--- src/rtl/fvcw_pkg.sv ---
// Shared types and constant tables for the flow vector color wheel.
// Holds the arctangent table, the 55-entry color wheel and the cell payload type.
// No dependencies.
package fvcw_pkg;

	localparam int unsigned CORDIC_ITERS = 20;
	localparam int unsigned DIV_CELLS    = 33;
	localparam int unsigned SQRT_CELLS   = 17;
	localparam int unsigned NCELLS       = DIV_CELLS + SQRT_CELLS;
	localparam int unsigned NCOLS        = 55;

	localparam logic [31:0] HALF_TURN = 32'h8000_0000;
	localparam logic [23:0] WHITE_C   = 24'd16711680;  // 255 * 65536

	// arctangent of 2^-i in units of 2^-32 turn
	localparam logic [31:0] ATAN_TURNS [CORDIC_ITERS] = '{
		32'd536870912, 32'd316933406, 32'd167458907, 32'd85004757, 32'd42667331,
		32'd21354465,  32'd10679838,  32'd5340245,   32'd2670163,  32'd1335087,
		32'd667544,    32'd333772,    32'd166886,    32'd83443,    32'd41722,
		32'd20861,     32'd10430,     32'd5215,      32'd2608,     32'd1304
	};

	// perceptual color wheel, one array per channel
	localparam logic [7:0] WHEEL_R [NCOLS] = '{
		8'd255, 8'd255, 8'd255, 8'd255, 8'd255, 8'd255, 8'd255, 8'd255, 8'd255, 8'd255,
		8'd255, 8'd255, 8'd255, 8'd255, 8'd255,
		8'd255, 8'd213, 8'd170, 8'd128, 8'd85, 8'd43,
		8'd0, 8'd0, 8'd0, 8'd0,
		8'd0, 8'd0, 8'd0, 8'd0, 8'd0, 8'd0, 8'd0, 8'd0, 8'd0, 8'd0, 8'd0,
		8'd0, 8'd19, 8'd39, 8'd58, 8'd78, 8'd98, 8'd117, 8'd137, 8'd156, 8'd176,
		8'd196, 8'd215, 8'd235,
		8'd255, 8'd255, 8'd255, 8'd255, 8'd255, 8'd255
	};
	localparam logic [7:0] WHEEL_G [NCOLS] = '{
		8'd0, 8'd17, 8'd34, 8'd51, 8'd68, 8'd85, 8'd102, 8'd119, 8'd136, 8'd153,
		8'd170, 8'd187, 8'd204, 8'd221, 8'd238,
		8'd255, 8'd255, 8'd255, 8'd255, 8'd255, 8'd255,
		8'd255, 8'd255, 8'd255, 8'd255,
		8'd255, 8'd232, 8'd209, 8'd186, 8'd163, 8'd140, 8'd116, 8'd93, 8'd70, 8'd47,
		8'd24,
		8'd0, 8'd0, 8'd0, 8'd0, 8'd0, 8'd0, 8'd0, 8'd0, 8'd0, 8'd0, 8'd0, 8'd0, 8'd0,
		8'd0, 8'd0, 8'd0, 8'd0, 8'd0, 8'd0
	};
	localparam logic [7:0] WHEEL_B [NCOLS] = '{
		8'd0, 8'd0, 8'd0, 8'd0, 8'd0, 8'd0, 8'd0, 8'd0, 8'd0, 8'd0,
		8'd0, 8'd0, 8'd0, 8'd0, 8'd0,
		8'd0, 8'd0, 8'd0, 8'd0, 8'd0, 8'd0,
		8'd0, 8'd63, 8'd127, 8'd191,
		8'd255, 8'd255, 8'd255, 8'd255, 8'd255, 8'd255, 8'd255, 8'd255, 8'd255, 8'd255,
		8'd255,
		8'd255, 8'd255, 8'd255, 8'd255, 8'd255, 8'd255, 8'd255, 8'd255, 8'd255, 8'd255,
		8'd255, 8'd255, 8'd255,
		8'd255, 8'd213, 8'd170, 8'd128, 8'd85, 8'd43
	};

	// payload handed from cell to cell
	typedef struct packed {
		logic               ok;      // vector usable
		logic               in_rad;  // radius at most one
		logic               axis;    // vector on the x axis
		logic               xneg;    // x below zero
		logic signed [35:0] cx;
		logic signed [35:0] cy;
		logic [31:0]        cz;
		logic [31:0]        drem;    // divider remainder
		logic [31:0]        dden;    // divider denominator
		logic [32:0]        dq;      // divider quotient
		logic [19:0]        srem;    // root remainder
		logic [16:0]        sroot;   // root so far
		logic [33:0]        srad;    // radicand bits still to enter
	} cell_t;

endpackage

--- src/rtl/fvcw_cell.sv ---
// One cell of the processing chain: a divider bit or a root bit, with a CORDIC rotation in the early cells as well.
// The work done is fixed by the cell's place in the chain.
// Depends on fvcw_pkg.
module fvcw_cell #(
	parameter int unsigned IDX = 0
) (
	input  logic           clk,
	input  logic           arst_n,
	input  logic           en,
	input  logic           vld_i,
	input  fvcw_pkg::cell_t d,
	output logic           vld_q,
	output fvcw_pkg::cell_t d_q
);
	import fvcw_pkg::*;

	logic signed [35:0] cx_n, cy_n;
	logic [31:0]        cz_n;
	logic [31:0]        drem_n;
	logic [32:0]        dq_n;
	logic [19:0]        srem_n;
	logic [16:0]        sroot_n;
	logic [33:0]        srad_n;
	cell_t              nxt;

	// rotate toward the x axis
	if (IDX < CORDIC_ITERS) begin : g_cordic
		logic signed [35:0] xs, ys;
		assign xs = d.cx >>> IDX;
		assign ys = d.cy >>> IDX;
		always_comb begin
			if (d.cy > 0) begin
				cx_n = d.cx + ys;
				cy_n = d.cy - xs;
				cz_n = d.cz + ATAN_TURNS[IDX];
			end else begin
				cx_n = d.cx - ys;
				cy_n = d.cy + xs;
				cz_n = d.cz - ATAN_TURNS[IDX];
			end
		end
	end else begin : g_no_cordic
		assign cx_n = d.cx;
		assign cy_n = d.cy;
		assign cz_n = d.cz;
	end

	// one restoring divider step
	if (IDX < DIV_CELLS) begin : g_div
		logic [32:0] rr;
		logic        ge;
		if (IDX == 0) begin : g_first
			assign rr = {1'b0, d.drem};
		end else begin : g_next
			assign rr = {d.drem, 1'b0};
		end
		assign ge     = rr >= {1'b0, d.dden};
		assign drem_n = ge ? 32'(rr - {1'b0, d.dden}) : rr[31:0];
		assign dq_n   = {d.dq[31:0], ge};
	end else begin : g_no_div
		assign drem_n = d.drem;
		assign dq_n   = d.dq;
	end

	// one digit-by-digit root step
	if (IDX >= DIV_CELLS) begin : g_sqrt
		logic [33:0] rad;
		logic [19:0] remi, remw, trial;
		logic [16:0] rooti;
		logic        ge;
		if (IDX == DIV_CELLS) begin : g_first
			assign rad   = {1'b0, d.dq};
			assign remi  = '0;
			assign rooti = '0;
		end else begin : g_next
			assign rad   = d.srad;
			assign remi  = d.srem;
			assign rooti = d.sroot;
		end
		assign remw    = {remi[17:0], rad[33:32]};
		assign trial   = {1'b0, rooti, 2'b01};
		assign ge      = remw >= trial;
		assign srem_n  = ge ? remw - trial : remw;
		assign sroot_n = {rooti[15:0], ge};
		assign srad_n  = {rad[31:0], 2'b00};
	end else begin : g_no_sqrt
		assign srem_n  = d.srem;
		assign sroot_n = d.sroot;
		assign srad_n  = d.srad;
	end

	always_comb begin
		nxt       = d;
		nxt.cx    = cx_n;
		nxt.cy    = cy_n;
		nxt.cz    = cz_n;
		nxt.drem  = drem_n;
		nxt.dq    = dq_n;
		nxt.srem  = srem_n;
		nxt.sroot = sroot_n;
		nxt.srad  = srad_n;
	end

	// advance valid
	always_ff @(posedge clk or negedge arst_n) begin
		if (!arst_n) begin
			vld_q <= 1'b0;
		end else if (en) begin
			vld_q <= vld_i;
		end
	end

	// advance payload
	always_ff @(posedge clk) begin
		if (en) begin
			d_q <= nxt;
		end
	end

endmodule

--- config.mk ---
export PLATFORM = sky130hd
export DESIGN_NAME = fvcw_cell
export DESIGN_NICKNAME = d
export VERILOG_FILES = /design/src/rtl/fvcw_pkg.sv /design/src/rtl/fvcw_cell.sv
export SDC_FILE = /design/constraint.sdc
export NUM_CORES = 1
export LEC_CHECK = 0
export ABC_AREA = 1
export BUFFER_PORTS_ARGS = -buffer_cell sky130_fd_sc_hd__buf_2
export CORE_AREA = 5 5 214 216
export CTS_CLUSTER_SIZE = 8
export DETAILED_ROUTE_END_ITERATION = 10
export DIE_AREA = 0 0 219 221
export GPL_TIMING_DRIVEN = 0
export PLACE_DENSITY_LB_ADDON = 0.3
export SYNTH_ARGS = -nofsm -noshare
export SYNTH_HDL_FRONTEND = slang
export SYNTH_SLANG_ARGS = --single-unit
--- constraint.sdc ---
create_clock -name clk -period 2 [get_ports clk]
set_input_delay 0.2 -clock clk [delete_from_list [all_inputs] [get_ports clk]]
set_output_delay 0.2 -clock clk [all_outputs]
set_load 0.01 [all_outputs]
==> metrics list, run 1 <==
- Number of setup violations in the final report: 3
- Number of vias after detailed routing: 20648
* Peak VDD IR: 0.000754 V
- Post-route worst setup slack: -20.7 ps
* Initial DRC Count: 2549
* Row count: 77
- Time the worst path needs with I/O delays and setup: 2020 ps
- Post-synthesis net count: 2798
* Drc violations: 0
* Library cell used as clock root buffer: sky130_fd_sc_hd__clkbuf_16
- Boundary Pins: 557
- Clock Tree Buf Depth: 3
- For the worst setup path, the data arrival time is 2430 ps.
- Netlist Area Pre-Place: 18700 µm²
- Wire length reported by the detailed router: 93600 µm
* Most prevalent standard cell on the critical path: sky130_fd_sc_hd__buf_2
- Routability-driven placement finished with a final weighted congestion of 1.06.
* Mean number of vias per cell: 5.44
- The final-report hold violation count is 0.
* Number of clock sinks: 276
- For this design, the slowest cell found on the critical path is sky130_fd_sc_hd__nand4_1.
* Initial antenna violation count: 20
- Total routing usage reported by global routing: 36.9%
- Tightest Pin Transition: 708 ps
* Data required time of the worst path: 2410 ps
- Max-cap violations in this run came to 0.
* Maximum frequency from static timing analysis: 495 MHz
- Post-synth EDFFs: 275
- Cell taking the most area after synthesis: sky130_fd_sc_hd__edfxtp_1
- After detailed routing, the wire length on met1 is 37000 µm.
- In this run the most critical hold path is launched from d[143].
* Cell with the most instances after synthesis: sky130_fd_sc_hd__nand2_1
- After routing the design area is 26000 µm².
- In this run the static leakage power is 12.8 nW.
- Routed signal wires occupy layers up through met5.
* Start of the worst register-to-register path: vld_q
- Async set or reset register ratio after synthesis: 0.362%
- Critical path class: input pin to flop
* Antenna-violating nets left: 0
- Wire segments on met2 add up to 42300 µm in the final route.
- For this run, the slowest stage of the critical path takes 300 ps.
- The first global-routing pass estimated 132000 µm of wire.
* Yosys synthesis warning count: 0
* Setup WS pre-CTS: -1080 ps
- Sequential cells were found to cover 44.2% of the synthesized design area.
* Port-buffer cells: 555
- In this run the cell area measured after placement is 22300 µm².
* Floorplan die width: 219 µm
* Worst-path cell chain: buf_2, inv_1, nand4_1, nor2_1, nand4_1, o21bai_4, buf_4, buf_2, buf_2, nand3_1, nand2_1
* Clock input transition at the sequential cells of the worst setup and hold paths: 50 ps
* Maximum level of the CTS H-tree: 2
- The HPWL after detailed placement is 73600 µm.
* Area contributors post-synth: sky130_fd_sc_hd__edfxtp_1 44%, sky130_fd_sc_hd__nand2_1 14%, sky130_fd_sc_hd__ha_1 9.2%
- The routed design uses 9600 µm of met3 wire.
- The critical path starts at d[231].
- The worst pin sits at a relative slew slack of 52.8%.
- The count of pins over their slew limit came to 0.
* DR pass1 iterations: 7
- Worst setup SP type: input pin
- Clock skew on the completed layout was measured at 0 ps.
* Gate Count Post-Synth: 2376
* Fraction of layout instances using a drive strength above 1: 23.7%
* Power density over cell area: 769 nW/µm²
- The path class of the tightest hold or removal check is input pin to flop.
- In the final layout, flip-flops and latches occupy 8280 µm².
- Of all nets on the critical path, the largest fanout is 10.
* Number of global-route vias before repair: 19932
- Summed over all layers, the global routing overflow is 0.
* CTS Buf Count: 41
- Entering global routing, the biggest net connects 118 pins.
- The synthesized design devotes to its leading area cell type 44.1% of total area.
- Full die area: 48400 µm²
- At the later pin of the worst-skew pair, clock insertion delay measures 570 ps.
- Number of synthesized register bits: 276
- TritonCTS built the clock tree.
* Main synth FF type: sky130_fd_sc_hd__edfxtp_1
- Post-detailed-route wirelength per cell: 24.7 µm
- Post-synthesis area per instance: 7.88 µm²
- Status: finished with violations
- The worst path uses 101% of the clock period.
- After the last flow step, the layout net total stands at 3607.
- The filler cells instantiated in the layout total 3885.
- The worst setup path is captured at a flop.
- Summing all multi-input logic gate instances after layout gives 9110 µm².
- Initial Utilization: 42.8%
- Distinct cells, synth: 40
* Synth top cells by count: 715 x sky130_fd_sc_hd__nand2_1, 356 x sky130_fd_sc_hd__inv_1, 275 x sky130_fd_sc_hd__edfxtp_1
- Compared with the post-synthesis result, the final layout area differs by 38.7%.
- The total area inside the core boundary comes to 43700 µm².
- The final reports fail on negative setup slack.
- Die height: 221 µm
- Setup repair after global routing could not meet its margin everywhere.
## area by class of cell
type	count	share of cell area, %
clock inverters	5	0.539
diodes	5	0.0482
clock buffers	52	4.11
plain buffers	53	1.37
well taps	592	2.85
flip-flops and latches	276	31.9
repair buffers	766	18.9
multi-input cells	1687	35.1
inverters	360	5.23
## worst max-delay path: cells and delay by family
kind                   cells  cell delay (ps)
AOI/OAI and AO/OA          1              280
and+or+nand+nor            5             1110
buffers and inverters      5              840
## placed cells by master (no fill, tap or decap), drive strengths merged, types with 3 or more instances in the layout
cell type,instances
nand3,201
nor2,203
nand4,15
or2,3
xor2,58
nand2,718
buf,606
a21oi,158
nand3b,6
and2,4
o21ai,123
nor3,24
edfxtp,275
dlygate4sd3,202
a21o,7
a31oi,3
diode,5
clkinv,3
fa,5
clkbuf,63
o21bai,14
inv,359
ha,137
## cell families (layout without fill, tap and decap cells)
group           after synthesis  after routing  share of synthesized area, %
compound gates              307            307                          8.61
xor+xnor                     60             60                          2.81
fa+ha+maj                   142            142                          9.69
buf+inv                     413           1236                          8.91
flops                       276            276                          44.2
mux                           1              1                        0.0601
other cells                   0              5                             0
simple gates               1177           1177                          25.7
## timing repair
item / CTS / global route
endpoints found under the hold margin: 201 / 0
setup endpoints to repair: 63 / 76
gates resized for setup: 28 / 89
hold buffers: 202 / 0
buffers inserted: 0 / 6
gates cloned: 0 / 1
pin swaps: 2 / 5
## path summary, 6_finish.rpt
check	slack [ps]	depth (start not counted)	end
setup / recovery	-20	11	d_q[256]
hold / removal	30	3	d_q[143]
setup reg to reg	1240	1	vld_q
hold reg to reg	530	1	vld_q
max in group asynchronous	1390	3	vld_q
min in group asynchronous	500	3	vld_q
## per-layer routing
metal | up-vias | GRT usage (%)
li1 | 9346 | -
met4 | 10 | 15.4
met1 | 9703 | 48.7
met3 | 213 | 7.65
met5 | - | 0
met2 | 1376 | 59.3
## sequential cells by signal (all words and copies together), names as in the netlist
name   count
d_q      275
vld_q      1
## where the power goes
part	switching [mW]	total (mW)	internal, mW
logic	3.81	5.81	2.00
clock network	2.67	6.67	4.00
registers	0.369	7.50	7.13
## through the flow
stage	power, mW	util (%)	setup TNS (ps)	std cells	hold slack, ps
4_1_cts	19.7	58.6	-134	3784	10.9
6_report	20.0	59.4	-41.1	3796	33.9
5_1_grt	20.7	59.4	-178	3794	29.5
2_1_floorplan	10.2	-	0	2376	-95.6
3_5_place_dp	12.6	51.0	-67680	3525	-18.2
3_3_place_gp	12.6	50.9	-909230	3523	-23.7
Note: power is estimated with default switching activity, not from simulation.
==> run 2: changes to the inputs <==
- CORE_AREA: 5 5 214 216 -> 5 5 211 213
- DIE_AREA: 0 0 219 221 -> 0 0 216 218
==> run 2 against run 1 <==
Effect of this change: the flow still finishes with violations (negative setup slack); critical endpoint is now d_q[218]; cell count fell by 1.2%; wire length fell by 1.5%; sequential power barely moved; sequential cell count did not move; critical path type unchanged; worst hold slack improved by 12 ps.
==> metrics list, run 2 (synthesized netlist as in run 1, its figures left out) <==
- The sequential share of power is 38.1% (+0.6 points).
* Static leakage: 12.8 nW (+0.12%)
- Flip-flop count of the largest register after layout: 275 (unchanged)
- Unrepaired setup endpoints after global routing: yes
- Power density over cell area: 758 nW/µm² (-1.5%)
* Placed Area: 22300 µm² (-0.26%)
* Core Footprint: 42500 µm² (-2.8%)
- Proportion of power drawn by combinational gates: 29.5% (+0.4 points)
- Clock latency on the worst-skew pair: 570 ps (about the same)
* Fraction of layout instances using a drive strength above 1: 24.5% (+0.82 points)
- Maximum level of the CTS H-tree: 2 (unchanged)
- Library cell used as clock root buffer: sky130_fd_sc_hd__clkbuf_16
* Mean number of vias per cell: 5.49 (+0.87%)
- Largest register by flop count: d_q
* Class of the worst hold path: input pin to flop
* Most frequent cells in the layout: 697 x sky130_fd_sc_hd__nand2_1, 570 x sky130_fd_sc_hd__buf_2, 351 x sky130_fd_sc_hd__inv_1
* Reported max-cap violation count: 0 (unchanged)
* Wire length reported by the detailed router: 92300 µm (-1.5%)
- Data required time of the worst path: 2310 ps (-100 ps)
- Endpoint kind of the worst setup timing path: flop
* CTS Buf Count: 41 (unchanged)
* Worst Hold Endpoint: d_q[199]
- Number of setup violations in the final report: 6 (+3)
* Die height: 218 µm (-1.4%)
- The peak fanout along the critical path is 10 (unchanged).
* Total routing usage reported by global routing: 37.2% (+0.32 points)
- Worst hold path startpoint: d[199]
- The largest net degree at the start of global routing came to 119 (+0.85%).
- DR pass1 iterations: 6 (-1)
- The quantity of I/O buffers inserted on ports came to 555 (unchanged).
- The final worst clock skew is 0 ps (unchanged).
- The total of fill cells in the finished design was 3727 (-4.1%).
* Boundary Pins: 557 (unchanged)
- Start of the worst register-to-register path: vld_q
- The routed length per instance came to 24.6 µm (-0.26%).
- Maximum frequency from static timing analysis: 481 MHz (-2.9%)
- The clock sink count came to 276 (unchanged).
- The power dissipated by switching net loads is 6.82 mW (-0.31%).
- The count of vias placed by the detailed router was 20575 (-0.35%).
- The setup path with the least slack is of type input pin to flop.
- The number of instances on the worst hold path is 4 (+1).
- The setup slack of the worst register-to-register path was 1250 ps (about the same).
- First-pass GRT wire length: 130000 µm (-1.6%)
* TritonCTS clock tree: yes
* Longest individual stage delay on the worst path: 320 ps (+20 ps)
- The sequential cell area was 8280 µm² (unchanged).
- The fraction of the cycle the final worst path needs came to 104% (+3.0 points).
- The cell internal power dissipation is 12.9 mW (-2.1%).
- The worst register-to-register path ends at vld_q.
- Tightest Pin Transition: 678 ps (-30.2 ps)
- The overall die width is 216 µm (-1.4%).
- Slowest library cell on the worst path: sky130_fd_sc_hd__nand4_1
- The portion of total power attributed to the clock network is 32.4% (-1.0 points).
* Remaining global-route overflow: 0 (unchanged)
- Hold Fails Final Rpt: 0 (unchanged)
* Clock Tree Buf Depth: 3 (unchanged)
- Most common cell after layout, fill and taps aside: sky130_fd_sc_hd__nand2_1
- Worst-path cell chain: buf_2, inv_2, nand4_1, nor2_1, nand4_1, o21bai_4, buf_8, buf_4, buf_2, nand2_1, o21ai_1
- Depth of the most critical reg-to-reg path: 1 (unchanged)
- The initial antenna violation count came to 13 (-35%).
- The post-route worst setup slack was -81.0 ps (-60.3 ps).
* Final hold slack: 45.6 ps (+11.7 ps)
- The number of global-route vias before repair came to 19844 (-0.44%).
* Initial DRC Count: 2386 (-6.4%)
- Area of combinational cells with multiple inputs: 9160 µm² (+0.59%)
- The largest vdd supply drop came to 0.000593 V (-21%).
- Failing checks: negative setup slack
- The weighted congestion at the end of routability-driven global placement was 1.16 (+9.9%).
* Initial Utilization: 44.1% (+1.2 points)
- Drc violations: 0 (unchanged)
- The relative slew slack is 54.8% (+2.0 points).
* Switching power share of the total: 34.7% (+0.41 points)
- Final design instance area without fill: 26000 µm² (about the same)
* Final nets: 3610 (+0.083%)
- STA classifies the critical path startpoint as an input pin.
- Time the worst path needs with I/O delays and setup: 2080 ps (+60.3 ps)
- Status: finished with violations
- The number of cell rows was 76 (-1.3%).
- Largest regs: d_q (275), vld_q (1)
- The area of the die was 47100 µm² (-2.7%).
* Total count of max-transition violations in the final report: 0 (unchanged)
- The post-synthesis to final-layout area growth was 38.7% (about the same).
* Detailed placement HPWL: 73100 µm (-0.65%)
- Antenna-violating nets left: 0 (unchanged)
- Clock input transition at the sequential cells of the worst setup and hold paths: 50 ps (about the same)
- CP arrival: 2390 ps (-40 ps)
## run 2: repair_timing
| action | 4_1_cts | 5_1_grt |
|---|---|---|
| buffers inserted | 0 | 9 |
| endpoints found under the setup margin | 65 | 70 |
| hold endpoints to repair | 202 | 0 |
| hold buffers | 203 | 0 |
| resized for setup | 23 | 130 |
| pin swaps | 2 | 11 |
## run 2: layout make-up
class                      instances  area share (%)
inverter                         360            5.23
tap                              546            2.63
buffer                            53            1.47
timing repair buffer             769            19.0
clock inverter                     5           0.361
multi-input combinational       1687            35.3
sequential                       276            31.9
clock buffer                      48            4.05
antenna                            6          0.0578
## run 2: power by group through the flow
stage / registers (mW) / clock network [mW] / logic (mW)
2_1_floorplan: 7.72 / 0 / 2.44
3_3_place_gp: 7.60 / 0 / 5.02
3_5_place_dp: 7.55 / 0 / 5.09
4_1_cts: 7.46 / 6.37 / 5.47
5_1_grt: 7.52 / 6.64 / 6.20
6_report: 7.50 / 6.38 / 5.81
## run 2: how the worst max path moves through the flow
stage / from / endpoint / slack, ps
floorplan: d[136] / d_q[160] / 20
global placement: en / vld_q / -3180
detailed placement: d[234] / d_q[199] / -1060
CTS: d[233] / d_q[199] / -50
global route: d[205] / d_q[218] / -40
finish: d[234] / d_q[218] / -80
## run 2: per-stage QoR
| step | power [mW] | setup WS (ps) | cells | TNS (ps) | utilization, % |
|---|---|---|---|---|---|
| 6_report | 19.7 | -81.0 | 3750 | -227 | 61.1 |
| 5_1_grt | 20.4 | -37.0 | 3749 | -198 | 61.1 |
| 4_1_cts | 19.3 | -50.2 | 3735 | -50.2 | 60.0 |
| 3_5_place_dp | 12.6 | -1060 | 3479 | -72230 | 52.4 |
| 3_3_place_gp | 12.6 | -3180 | 3477 | -891500 | 52.2 |
| 2_1_floorplan | 10.2 | 25.0 | 2376 | 0 | - |
## run 2: critical path: cells and delay by family
family	cells	cell delay [ps]
compound gates	2	500
buf+inv	5	790
simple gates	4	890
## run 2: routing by layer
layer | vias to the layer above | routed length (µm) | global-route usage (%)
met1 | 9667 | 35700 | 48.9
met5 | - | 62 | 0
li1 | 9339 | - | -
met2 | 1302 | 42000 | 60.1
met4 | 10 | 5000 | 16.7
met3 | 257 | 9490 | 7.30
==> run 3: changes to the inputs <==
==> constraint.sdc (replaced) <==
create_clock -name clk -period 2 [get_ports clk]
set_input_delay 0.1 -clock clk [delete_from_list [all_inputs] [get_ports clk]]
set_output_delay 0.1 -clock clk [all_outputs]
set_load 0.01 [all_outputs]
==> run 3 against run 2 <==
Effect of this change: global-route usage barely moved; wire length rose by 0.52%; critical path depth is 1 lower; the flow still finishes with violations (negative setup slack); worst setup slack better by 22 ps; maximum frequency is 1.1% higher; clock skew unchanged; clock power is 1% higher; largest power group unchanged; sequential cell count unchanged; highest routed layer unchanged; die area did not move; cell count is essentially flat; non-clock buffer count fell by 1.
==> metrics list, run 3 (synthesized netlist as in run 1, its figures left out) <==
- Number of setup violations in the final report: 3 (-3)
* Depth of the most critical reg-to-reg path: 1 (unchanged)
- Reported max-cap violation count: 0 (unchanged)
* Boundary Pins: 557 (unchanged)
- Share of total power in sequential cells: 38.2% (about the same)
* Worst max-slew margin expressed relative to the limit: 45.1% (-9.7 points)
* Data required time of the worst path: 2250 ps (-60 ps)
* Fill cells: 3710 (-0.46%)
* Critical path origin: d[232]
* Final critical-path share of the clock period: 103% (-1.1 points)
- Number of placed cells counting well taps: 3479 (unchanged)
- TritonCTS built the clock tree.
- Start of the worst register-to-register path: vld_q
- Initial DRC Count: 2348 (-1.6%)
- Maximum frequency from static timing analysis: 486 MHz (+1.1%)
- The final instance count without filler cells came to 3753 (+0.080%).
* Time the worst path needs with I/O delays and setup: 2060 ps (-22.4 ps)
- The clock sink count came to 276 (unchanged).
- Peak VDD IR: 0.000561 V (-5.4%)
* Mean number of vias per cell: 5.49 (about the same)
* Proportion of power drawn by combinational gates: 29.0% (-0.5 points)
- Library cell used as clock root buffer: sky130_fd_sc_hd__clkbuf_16
- The net switching share of the total power was 34.3% (-0.40 points).
- Unrepaired setup endpoints after global routing: yes
- Drc violations: 0 (unchanged)
- The layout net count came to 3610 (unchanged).
- The number of global-route vias before repair is 19645 (-1.0%).
* Class of the worst hold path: input pin to flop
- Total routing usage reported by global routing: 37.3% (about the same)
- The total detailed-routing wirelength is 92800 µm (+0.52%).
* Critical path capture point: d_q[263]
- The level count of the clock H-tree is 2 (unchanged).
* Floorplan die width: 216 µm (unchanged)
- Hold Fails Final Rpt: 0 (unchanged)
- The overall power of the completed layout came to 19.7 mW (about the same).
* Pin count of the biggest net entering global routing: 127 (+6.7%)
* CTS Buf Count: 41 (unchanged)
- Global placement routability congestion: 1.07 (-8.5%)
* Core Footprint: 42500 µm² (unchanged)
* DR pass1 iterations: 6 (unchanged)
* Number of vias after detailed routing: 20589 (+0.068%)
* Clock latency on the worst-skew pair: 540 ps (-30 ps)
- The final worst clock skew came to 0 ps (unchanged).
- Clock Tree Buf Depth: 3 (unchanged)
- The total congestion overflow is 0 (unchanged).
* Share of power burned in the clock network: 32.8% (+0.4 points)
- The setup slack of the worst register-to-register path came to 1230 ps (-20 ps).
* Worst flop-to-flop path endpoint: vld_q
- The run finished, with violations left.
* Placed Area: 22300 µm² (about the same)
- Initial antenna violation count: 21 (+8)
* Peak fanout along the critical path: 10 (unchanged)
- The worst setup path is launched from an input pin.
* Area Growth Syn to Fin: 37.5%
- The critical path in this run is classified as input pin to flop.
- Static leakage: 12.7 nW (-0.32%)
- Total count of max-transition violations in the final report: 0 (unchanged)
* Flip-flop count of the largest register after layout: 275 (unchanged)
* Initial Utilization: 44.1% (unchanged)
* Die height: 218 µm (unchanged)
* Row count: 76 (unchanged)
- The share of final-layout standard cells stronger than drive strength 1 came to 22.4% (-2.2 points).
- Net switching power: 6.74 mW (-1.2%)
- Port-buffer cells: 555 (unchanged)
- The transition time at the pin with the least slew margin is 824 ps (+146 ps).
- The post-route worst setup slack came to -58.5 ps (+22.4 ps).
* Setup WS pre-CTS: -976 ps (+79.8 ps)
- Worst Hold Depth: 3 (-1)
* Endpoint kind of the worst setup timing path: flop
* First-pass GRT wire length: 129000 µm (-0.67%)
* Final design instance area without fill: 25800 µm² (-0.84%)
- The power density normalized to cell area came to 764 nW/µm² (+0.82%).
- The detailed-placement wirelength estimate is 73400 µm (+0.36%).
- Cell Int Power: 12.9 mW (+0.58%)
- The count of nets left with antenna violations after detail routing is 0 (unchanged).
* Failing checks: negative setup slack
- Final design utilization: 60.6% (-0.51 points)
* Largest register by flop count: d_q
- The largest registers in the layout are d_q (275), vld_q (1).
- The clock transition time at the flip-flop clock pins of the worst setup and hold paths came to 50 ps (about the same).
* Most frequent cells in the layout: 712 x sky130_fd_sc_hd__nand2_1, 577 x sky130_fd_sc_hd__buf_2, 356 x sky130_fd_sc_hd__inv_1
- Post-detailed-route wirelength per cell: 24.7 µm (+0.44%)
- Full die area: 47100 µm² (unchanged)
- Most common cell after layout, fill and taps aside: sky130_fd_sc_hd__nand2_1
- The worst endpoint data arrival time is 2310 ps (-80 ps).
-- run 3: changes by cell type in the layout (fill, tap and decap cells not counted), sizes merged --
cell / previous run / this run
clkbuf: 63 / 57
dlygate4sd3: 203 / 207
diode: 6 / 9
bufinv: 0 / 1
clkinv: 5 / 4
inv: 359 / 360
nand2: 718 / 719
-- run 3: critical path: stages --
cell	delay (ps)
sky130_fd_sc_hd__buf_2	120
sky130_fd_sc_hd__inv_1	80
sky130_fd_sc_hd__nand4_1	320
sky130_fd_sc_hd__nor2_1	200
sky130_fd_sc_hd__nand4_1	220
sky130_fd_sc_hd__o21bai_4	280
sky130_fd_sc_hd__clkinv_1	180
sky130_fd_sc_hd__clkbuf_1	410
sky130_fd_sc_hd__nand3_1	200
sky130_fd_sc_hd__nand2_1	180
-- run 3: power by group through the flow --
stage                     clock (mW)  sequential [mW]  combinational [mW]
final                           6.46             7.51                5.71
after global routing            6.77             7.53                6.08
after floorplan                    0             7.72                2.44
after detailed placement           0             7.57                5.07
after CTS                       6.46             7.48                5.46
after global placement             0             7.61                5.00
-- run 3: how the worst min path moves through the flow --
stage,startpoint,to
floorplan,arst_n,vld_q
global placement,arst_n,vld_q
detailed placement,arst_n,vld_q
CTS,d[137],d_q[137]
global route,d[137],d_q[137]
finish,d[137],d_q[137]
-- run 3: metal layers --
metal	track usage, %	vias up	routed length [µm]
met4	16.8	16	5040
met2	61.1	1288	42500
met5	0	-	137
li1	-	9352	-
met1	47.0	9703	35800
met3	8.80	230	9310
-- run 3: area by class of cell --
cell class | count | area, µm² | area share (%)
diodes | 9 | 22.5 | 0.0875
multi-input cells | 1688 | 8950 | 34.7
clock buffers | 47 | 1050 | 4.07
inverters | 360 | 1350 | 5.26
well taps | 546 | 683 | 2.65
repair buffers | 768 | 4960 | 19.3
plain buffers | 53 | 343 | 1.33
clock inverters | 6 | 108 | 0.418
flip-flops and latches | 276 | 8280 | 32.2
-- run 3: repair_timing --
| action | in CTS | in global routing |
|---|---|---|
| endpoints found under the setup margin | 41 | 131 |
| hold buffers | 207 | 0 |
| endpoints found under the hold margin | 221 | 0 |
| cloned | 0 | 2 |
| pin swaps | 3 | 7 |
| buffers inserted | 0 | 3 |
| resized for setup | 15 | 48 |
-- run 3: stage by stage --
| stage | hold slack [ps] | setup TNS, ps |
|---|---|---|
| 2_1_floorplan | -196 | 0 |
| 3_3_place_gp | -124 | -853370 |
| 3_5_place_dp | -120 | -58580 |
| 4_1_cts | 16.4 | 0 |
| 5_1_grt | 30.4 | -15.0 |
| 6_report | 38.9 | -77.1 |
